## config.mk

```make
export PLATFORM = sky130hd
export DESIGN_NAME = timed_text_slot_table
export DESIGN_NICKNAME = d
export VERILOG_FILES = /design/src/rtl/core/tts_pkg.sv /design/src/rtl/core/tts_text_ram.sv /design/src/rtl/core/timed_text_slot_table.sv
export SDC_FILE = /design/constraint.sdc
export NUM_CORES = 2
export LEC_CHECK = 0
export BUFFER_PORTS_ARGS = -buffer_cell sky130_fd_sc_hd__buf_2
export CAP_MARGIN = 20
export CORE_MARGIN = 10
export CORE_UTILIZATION = 57
export CTS_CLUSTER_SIZE = 20
export DETAILED_ROUTE_END_ITERATION = 6
export PLACE_DENSITY = 0.76
export SYNTH_ARGS = -nofsm -noshare
export SYNTH_HDL_FRONTEND = slang
export SYNTH_SLANG_ARGS = --single-unit
```

## constraint.sdc

```tcl
create_clock -name clk -period 6.15 [get_ports clk]
set_input_delay 0.3075 -clock clk [delete_from_list [all_inputs] [get_ports clk]]
set_output_delay 0.3075 -clock clk [all_outputs]
set_load 0.01 [all_outputs]
```

## src/rtl/core/tts_pkg.sv

```systemverilog
`timescale 1ns / 1ps
// ----------------------------------------------------------------------------
// tts_pkg
// Shared types and constants for the timed text slot table.
// ----------------------------------------------------------------------------
package tts_pkg;

  localparam int SLOT_COUNT_DEF = 4;
  localparam int TEXT_LIMIT_DEF = 64;
  localparam int CHAR_W         = 8;
  localparam int TIME_W         = 32;

  typedef enum logic [1:0] {
    OP_APPEND = 2'd0,
    OP_COMMIT = 2'd1,
    OP_TAKE   = 2'd2
  } op_t;

  typedef enum logic [1:0] {
    KIND_SCHEDULED = 2'd0,
    KIND_REJECTED  = 2'd1,
    KIND_NONE_DUE  = 2'd2,
    KIND_TEXT      = 2'd3
  } kind_t;

  typedef enum logic [1:0] {
    ST_IDLE = 2'b01,
    ST_TAKE = 2'b10
  } state_t;

endpackage

```

## src/rtl/core/tts_text_ram.sv

```systemverilog
`timescale 1ns / 1ps
// ----------------------------------------------------------------------------
// tts_text_ram
// Text byte memory: one write port, one read port with registered data.
// ----------------------------------------------------------------------------
module tts_text_ram #(
  parameter int ADDR_W = 9
) (
  input  logic                      clk,
  input  logic                      wr_en,
  input  logic [ADDR_W-1:0]         wr_addr,
  input  logic [tts_pkg::CHAR_W-1:0] wr_data,
  input  logic                      rd_en,
  input  logic [ADDR_W-1:0]         rd_addr,
  output logic [tts_pkg::CHAR_W-1:0] rd_data
);
  import tts_pkg::*;

  localparam int DEPTH = 1 << ADDR_W;

  logic [CHAR_W-1:0] mem [DEPTH];
  logic [CHAR_W-1:0] rd_data_r;

  always_ff @(posedge clk) begin
    if (wr_en) begin
      mem[wr_addr] <= wr_data;
    end
  end

  always_ff @(posedge clk) begin
    if (rd_en) begin
      rd_data_r <= mem[rd_addr];
    end
  end

  assign rd_data = rd_data_r;

endmodule

```

## src/rtl/core/timed_text_slot_table.sv

```systemverilog
`timescale 1ns / 1ps
// ----------------------------------------------------------------------------
// timed_text_slot_table
// Slot table of short text messages with release times. Text is staged in a
// spare buffer of the text memory; a commit hands that buffer to the lowest
// free slot and takes the slot's old buffer for staging, so no copy is made.
//
//   channel  direction  handshake           payload
//   in_      input      in_valid/in_ready   opcode, text_char, time_value
//   out_     output     out_valid/out_ready result_kind, out_char, last_byte
//
// append, commit, an ignored opcode and a take with nothing due complete without leaving idle.
// a take that releases a slot of n bytes sends one byte per cycle while the output is not stalled,
// through the single read port of the text memory (registered read data).
// a stalled output holds off the next input and extends a take by the stalled cycles.
// reset clears control state; the text memory is not cleared.
// ----------------------------------------------------------------------------
module timed_text_slot_table #(
  parameter int SLOT_COUNT = tts_pkg::SLOT_COUNT_DEF,
  parameter int TEXT_LIMIT = tts_pkg::TEXT_LIMIT_DEF
) (
  input  logic                       clk,
  input  logic                       rst_n,
  input  logic                       in_valid,
  output logic                       in_ready,
  input  logic [1:0]                 in_opcode,
  input  logic [tts_pkg::CHAR_W-1:0] in_text_char,
  input  logic [tts_pkg::TIME_W-1:0] in_time_value,
  output logic                       out_valid,
  input  logic                       out_ready,
  output logic [1:0]                 out_result_kind,
  output logic [tts_pkg::CHAR_W-1:0] out_char,
  output logic                       out_last_byte
);
  import tts_pkg::*;

  localparam int IDX_W  = $clog2(TEXT_LIMIT);
  localparam int CW     = $clog2(TEXT_LIMIT + 2);
  localparam int SLOT_W = (SLOT_COUNT > 1) ? $clog2(SLOT_COUNT) : 1;
  localparam int BUF_W  = $clog2(SLOT_COUNT + 1);
  localparam int ADDR_W = BUF_W + IDX_W;

  localparam logic [CW-1:0] LIMIT_C = CW'(TEXT_LIMIT);
  localparam logic [CW-1:0] OVER_C  = CW'(TEXT_LIMIT + 1);

  // control state
  state_t              state_r, state_nxt;
  logic [CW-1:0]       stage_count_r, stage_count_nxt;
  logic [BUF_W-1:0]    stage_buf_r, stage_buf_nxt;
  logic [BUF_W-1:0]    map_r [SLOT_COUNT];
  logic [BUF_W-1:0]    map_nxt [SLOT_COUNT];
  logic                active_r [SLOT_COUNT];
  logic                active_nxt [SLOT_COUNT];
  logic                out_valid_r, out_valid_nxt;
  logic                byte_vld_r, byte_vld_nxt;
  logic [CW-1:0]       iss_r, iss_nxt;
  logic [CW-1:0]       snt_r, snt_nxt;

  // payload
  logic [CW-1:0]       slot_len_r [SLOT_COUNT];
  logic [CW-1:0]       slot_len_nxt [SLOT_COUNT];
  logic [TIME_W-1:0]   slot_due_r [SLOT_COUNT];
  logic [TIME_W-1:0]   slot_due_nxt [SLOT_COUNT];
  logic [BUF_W-1:0]    rd_buf_r, rd_buf_nxt;
  logic [CW-1:0]       take_len_r, take_len_nxt;
  kind_t               out_kind_r, out_kind_nxt;
  logic [CHAR_W-1:0]   out_char_r, out_char_nxt;
  logic                out_last_r, out_last_nxt;

  // search results
  logic                free_found;
  logic [SLOT_W-1:0]   free_idx;
  logic                due_found;
  logic [SLOT_W-1:0]   due_idx;
  logic [TIME_W-1:0]   diff [SLOT_COUNT];

  logic                out_free;
  logic                in_fire;
  logic                move;
  logic                issue;
  logic                last_move;
  logic                wr_en;
  logic [ADDR_W-1:0]   wr_addr;
  logic                rd_en;
  logic [ADDR_W-1:0]   rd_addr;
  logic [CHAR_W-1:0]   rd_data;

  tts_text_ram #(
    .ADDR_W (ADDR_W)
  ) u_ram (
    .clk     (clk),
    .wr_en   (wr_en),
    .wr_addr (wr_addr),
    .wr_data (in_text_char),
    .rd_en   (rd_en),
    .rd_addr (rd_addr),
    .rd_data (rd_data)
  );

  // lowest free slot and lowest due slot
  always_comb begin
    free_found = 1'b0;
    free_idx   = '0;
    due_found  = 1'b0;
    due_idx    = '0;
    for (int i = SLOT_COUNT - 1; i >= 0; i--) begin
      diff[i] = in_time_value - slot_due_r[i];
      if (!active_r[i]) begin
        free_found = 1'b1;
        free_idx   = SLOT_W'(i);
      end
      // wrap-safe: due once now minus due is non-negative
      if (active_r[i] && !diff[i][TIME_W-1]) begin
        due_found = 1'b1;
        due_idx   = SLOT_W'(i);
      end
    end
  end

  assign out_free  = !out_valid_r || out_ready;
  assign in_ready  = (state_r == ST_IDLE) && out_free;
  assign in_fire   = in_valid && in_ready;
  assign move      = (state_r == ST_TAKE) && byte_vld_r && out_free;
  assign last_move = move && ((snt_r + CW'(1)) == take_len_r);
  assign issue     = (state_r == ST_TAKE) && (!byte_vld_r || move) && (iss_r < take_len_r);

  assign wr_addr = {stage_buf_r, stage_count_r[IDX_W-1:0]};
  assign rd_addr = {rd_buf_r, iss_r[IDX_W-1:0]};
  assign rd_en   = issue;

  always_comb begin
    state_nxt       = state_r;
    stage_count_nxt = stage_count_r;
    stage_buf_nxt   = stage_buf_r;
    map_nxt         = map_r;
    active_nxt      = active_r;
    slot_len_nxt    = slot_len_r;
    slot_due_nxt    = slot_due_r;
    out_valid_nxt   = out_valid_r;
    byte_vld_nxt    = byte_vld_r;
    iss_nxt         = iss_r;
    snt_nxt         = snt_r;
    rd_buf_nxt      = rd_buf_r;
    take_len_nxt    = take_len_r;
    out_kind_nxt    = out_kind_r;
    out_char_nxt    = out_char_r;
    out_last_nxt    = out_last_r;
    wr_en           = 1'b0;

    if (out_valid_r && out_ready) begin
      out_valid_nxt = 1'b0;
    end

    unique case (state_r)
      ST_IDLE: begin
        if (in_fire) begin
          case (in_opcode)
            OP_APPEND: begin
              if (stage_count_r < LIMIT_C) begin
                wr_en           = 1'b1;
                stage_count_nxt = stage_count_r + CW'(1);
              end else begin
                stage_count_nxt = OVER_C;
              end
            end
            OP_COMMIT: begin
              stage_count_nxt = '0;
              out_valid_nxt   = 1'b1;
              out_char_nxt    = '0;
              out_last_nxt    = 1'b1;
              if (stage_count_r != '0 && stage_count_r <= LIMIT_C && free_found) begin
                out_kind_nxt           = KIND_SCHEDULED;
                active_nxt[free_idx]   = 1'b1;
                slot_len_nxt[free_idx] = stage_count_r;
                slot_due_nxt[free_idx] = in_time_value;
                // staged buffer goes to the slot, the slot's old buffer stages
                map_nxt[free_idx]      = stage_buf_r;
                stage_buf_nxt          = map_r[free_idx];
              end else begin
                out_kind_nxt = KIND_REJECTED;
              end
            end
            OP_TAKE: begin
              if (due_found) begin
                active_nxt[due_idx] = 1'b0;
                rd_buf_nxt          = map_r[due_idx];
                take_len_nxt        = slot_len_r[due_idx];
                iss_nxt             = '0;
                snt_nxt             = '0;
                byte_vld_nxt        = 1'b0;
                state_nxt           = ST_TAKE;
              end else begin
                out_valid_nxt = 1'b1;
                out_kind_nxt  = KIND_NONE_DUE;
                out_char_nxt  = '0;
                out_last_nxt  = 1'b1;
              end
            end
            default: begin
            end
          endcase
        end
      end
      ST_TAKE: begin
        if (move) begin
          out_valid_nxt = 1'b1;
          out_kind_nxt  = KIND_TEXT;
          out_char_nxt  = rd_data;
          out_last_nxt  = last_move;
          snt_nxt       = snt_r + CW'(1);
          if (last_move) begin
            state_nxt = ST_IDLE;
          end
        end
        // read data register holds until its byte is transferred
        if (issue) begin
          iss_nxt      = iss_r + CW'(1);
          byte_vld_nxt = 1'b1;
        end else if (move) begin
          byte_vld_nxt = 1'b0;
        end
      end
      default: begin
        state_nxt = ST_IDLE;
      end
    endcase
  end

  always_ff @(posedge clk) begin
    if (!rst_n) begin
      state_r       <= ST_IDLE;
      stage_count_r <= '0;
      stage_buf_r   <= BUF_W'(SLOT_COUNT);
      out_valid_r   <= 1'b0;
      byte_vld_r    <= 1'b0;
      iss_r         <= '0;
      snt_r         <= '0;
      for (int i = 0; i < SLOT_COUNT; i++) begin
        map_r[i]    <= BUF_W'(i);
        active_r[i] <= 1'b0;
      end
    end else begin
      state_r       <= state_nxt;
      stage_count_r <= stage_count_nxt;
      stage_buf_r   <= stage_buf_nxt;
      out_valid_r   <= out_valid_nxt;
      byte_vld_r    <= byte_vld_nxt;
      iss_r         <= iss_nxt;
      snt_r         <= snt_nxt;
      map_r         <= map_nxt;
      active_r      <= active_nxt;
    end
  end

  always_ff @(posedge clk) begin
    slot_len_r <= slot_len_nxt;
    slot_due_r <= slot_due_nxt;
    rd_buf_r   <= rd_buf_nxt;
    take_len_r <= take_len_nxt;
    out_kind_r <= out_kind_nxt;
    out_char_r <= out_char_nxt;
    out_last_r <= out_last_nxt;
  end

  assign out_valid       = out_valid_r;
  assign out_result_kind = out_kind_r;
  assign out_char        = out_char_r;
  assign out_last_byte   = out_last_r;

endmodule
```

==> results by group <==
Global routing
  – Gr usage total: 26.76%
  – Total gr overflow: 0
  – Initial antenna violation count: 24
  – Vias in the first global route: 84230
  – Largest net degree at the start of global routing: 237
  – First-pass GRT wire length: 619.5 mm

Setup path
  – Worst EP arrival: 5.40 ns
  – Worst setup EP type: flip-flop
  – CP required: 6.91 ns
  – R2R Setup Slk: 1.51 ns
  – Setup crit start kind: flip-flop
  – CP Max Fanout: 47
  – Critical path class: flip-flop to flip-flop

Timing
  – Clk_skew: 0.08706 ns
  – Slew @ Worst Pin: 1.543 ns
  – Achievable Freq: 215.6 MHz
  – Setup violators final: 0
  – RSZ-0062 raised after global routing: false
  – Max Slew Vio Count: 63
  – Slew HR: -2.881%
  – Fin crit share: 75.42%
  – Total Neg Setup Slack: 0 ns
  – Fin. Hold Viols: 0
  – Tmin final: 4.639 ns
  – Fin Hold WS: 0.2071 ns

Clock network
  – Setup Buffers After CTS: 0
  – Max Root-Sink Buffers: 4
  – Clock-pin slew on the worst setup and hold paths: 0.07 ns
  – H-tree Lvls: 5
  – TritonCTS clock tree: built
  – CTS buffer count: 414
  – CTS root buffer: clkbuf_16
  – Num Clock Sinks: 4325
  – Worst-Skew Late Latency: 1.01 ns

Synthesis
  – Synth top area cells: edfxtp_1 (76%), mux4_2 (18%), nor2_1 (1.3%)
  – Synth top area share: 75.94%
  – Number of synthesized flops with an enable pin: 4281
  – Seq/Total Area, Yosys: 76.46%
  – Net Count, Synth: 7706
  – Post-synthesis cell type count: 63
  – Prevailing post-synth register cell: edfxtp_1
  – Cells after synthesis: 7523
  – Average cell area after synthesis: 22.50 sq um
  – Synth area leader: edfxtp_1
  – Synthesized flop and latch total: 4325
  – Ys Warns: 0
  – Post-Syn Area: 169300 sq um
  – FFs w/ async S/R, synth: 0%

Pwr
  – Leak: 56.65 nW
  – Max VDD drop: 313.7 uV
  – PD cells: 309.0 nW/um^2

Die
  – Die W: 565.0 microns
  – Die Y: 565.0 microns
  – Row count: 200
  – Core area: 296300 sq um
  – Initial Util: 57.14%
  – # IOs: 59
  – Full die area: 319200 sq um

Hold path
  – Hold crit path type: primary input to flip-flop

Layout
  – Area delta synth->final: 11.60%
  – Layout cell share with drive strength beyond 1: 26.80%
  – Util after Layout: 63.76%
  – Fin nets: 7981

Outcome
  – Failing checks: DRC, slew limit
  – Status: finished with violations

Placed design
  – GP Congestion: 0.8445
  – DP HPWL: 240.2 mm
  – Port bufs: 58

Detailed routing
  – DR pass1 iterations: 7
  – Vias: 82940
  – Highest Signal Layer: met5
  – Vias per cell: 6.853
  – Post-route ant nets: 0
  – Residual DRC: 8
  – Met2 routed WL: 210.3 mm
  – Met1 WL: 149.6 mm
  – Routed WL: 428.8 mm
  – Iter 0 DRT Violations: 13060
  – Met3 wire length: 49.12 mm
  – Routed length per instance: 35.43 microns

Job
  – Max cap viols: 0
[synthesized netlist by cell type, types with 5 or more instances]
library cell / number
and4_1: 5
o31a_1: 6
nor2b_1: 16
nor3_1: 14
nand2_1: 146
buf_2: 101
nand3_1: 44
a21oi_1: 86
a221o_1: 5
a22o_1: 10
o211ai_1: 6
nand3b_1: 6
dfxtp_1: 44
xnor2_1: 8
nand2b_1: 5
a211oi_1: 8
nand4_1: 17
and2_1: 15
and3_1: 12
ha_1: 137
a22oi_1: 8
a221oi_1: 6
o21ai_0: 44
a222oi_1: 10
mux2i_1: 26
buf_1: 41
clkbuf_1: 273
o22ai_1: 9
nor2_1: 565
xor2_1: 6
edfxtp_1: 4281
a21o_1: 13
mux4_2: 1344
nor4_1: 8
inv_1: 143
[critical path: stages, from the launching register on]
cell,delay [ns]
dfxtp_4,0.94
buf_12,0.41
buf_4,0.51
mux4_2,0.63
mux4_2,0.51
mux4_2,0.52
mux2i_1,0.29
a22oi_1,0.25
o31a_1,0.18
[flip-flops by register name (all words and copies together), names as in the netlist]
name / count
state_r: 2
u_ram.mem: 4096
out_valid: 1
u_ram.rd_data: 8
stage_buf_r: 3
out_last_byte: 1
take_len_r: 7
out_char: 8
slot_len_r: 28
active_r: 4
rd_buf_r: 3
byte_vld_r: 1
snt_r: 7
iss_r: 7
out_result_kind: 2
map_r: 12
stage_count_r: 7
slot_due_r: 128
[worst paths after layout]
check	from	to	cells after the start
worst min-delay path	in_time_value[13]	slot_due_r[77]	2
worst min register to register	stage_buf_r[1]	stage_buf_r[1]	2
worst max register to register	iss_r[0]	u_ram.rd_data[3]	8
worst max-delay path	iss_r[0]	u_ram.rd_data[3]	8
[through the flow]
step                instance area (sq um)  setup slack, ns  instances  total power, mW
floorplan                          169300           0.8685       7523            33.12
global placement                   174900            1.517      11260            33.67
detailed placement                 174900            1.451      11260            33.72
CTS                                188700            1.361      12070            58.53
global route                       188900            1.342      12090            59.68
finish                             188900            1.511      12100            58.38
[placed cells by master (no fill, tap or decap), drive strengths merged, types with 46 or more instances in the layout]
cell type / Yosys / layout
mux4: 1344 / 1344
nor2: 565 / 565
o21ai: 46 / 46
ha: 137 / 137
clkinv: 0 / 183
inv: 143 / 151
clkbuf: 273 / 516
a21oi: 86 / 86
nand2: 146 / 146
buf: 143 / 229
edfxtp: 4281 / 4281
[layer usage]
metal	vias up	GRT usage [%]
li1	32200	-
met1	43730	35.57
met2	5985	42.72
met3	1011	6.941
met4	22	11.20
met5	-	0
[report_power, final]
group	switching, mW	leakage [nW]	internal (mW)	total [mW]
sequential	0.00424	38.8	32.4	32.4
clock	11.1	6.45	14.2	25.3
combinational	0.626	11.4	0.119	0.744
total	11.7	56.7	46.7	58.4
[area by class of cell]
type | count | area (sq um)
timing repair buffer | 275 | 2790
multi-input combinational | 2639 | 37810
fill | 18290 | 107400
clock buffer | 515 | 10850
sequential | 4325 | 129500
inverter | 143 | 536.8
tap | 3939 | 4928
clock inverter | 245 | 2499
antenna | 23 | 57.56
[cells by family (layout without fill, tap and decap cells)]
kind of cell               count (synthesis)  count (layout)  share of synthesized area (%)
buffers and inverters                    559            1178                          1.316
AOI/OAI and AO/OA                        247             247                         0.9520
adders and majority gates                137             137                          1.013
DFF                                     4325            4325                          76.46
xor gates and xnor gates                  14              14                        0.07244
muxes                                   1373            1373                          18.05
other                                      0              23                              0
and+or+nand+nor                          868             868                          2.132
[repair_timing]
action / in CTS / in global routing
hold buffers: 45 / 0
gates resized for setup: 0 / 0
endpoints found under the hold margin: 679 / 0
Note: power is estimated with default switching activity, not from simulation.
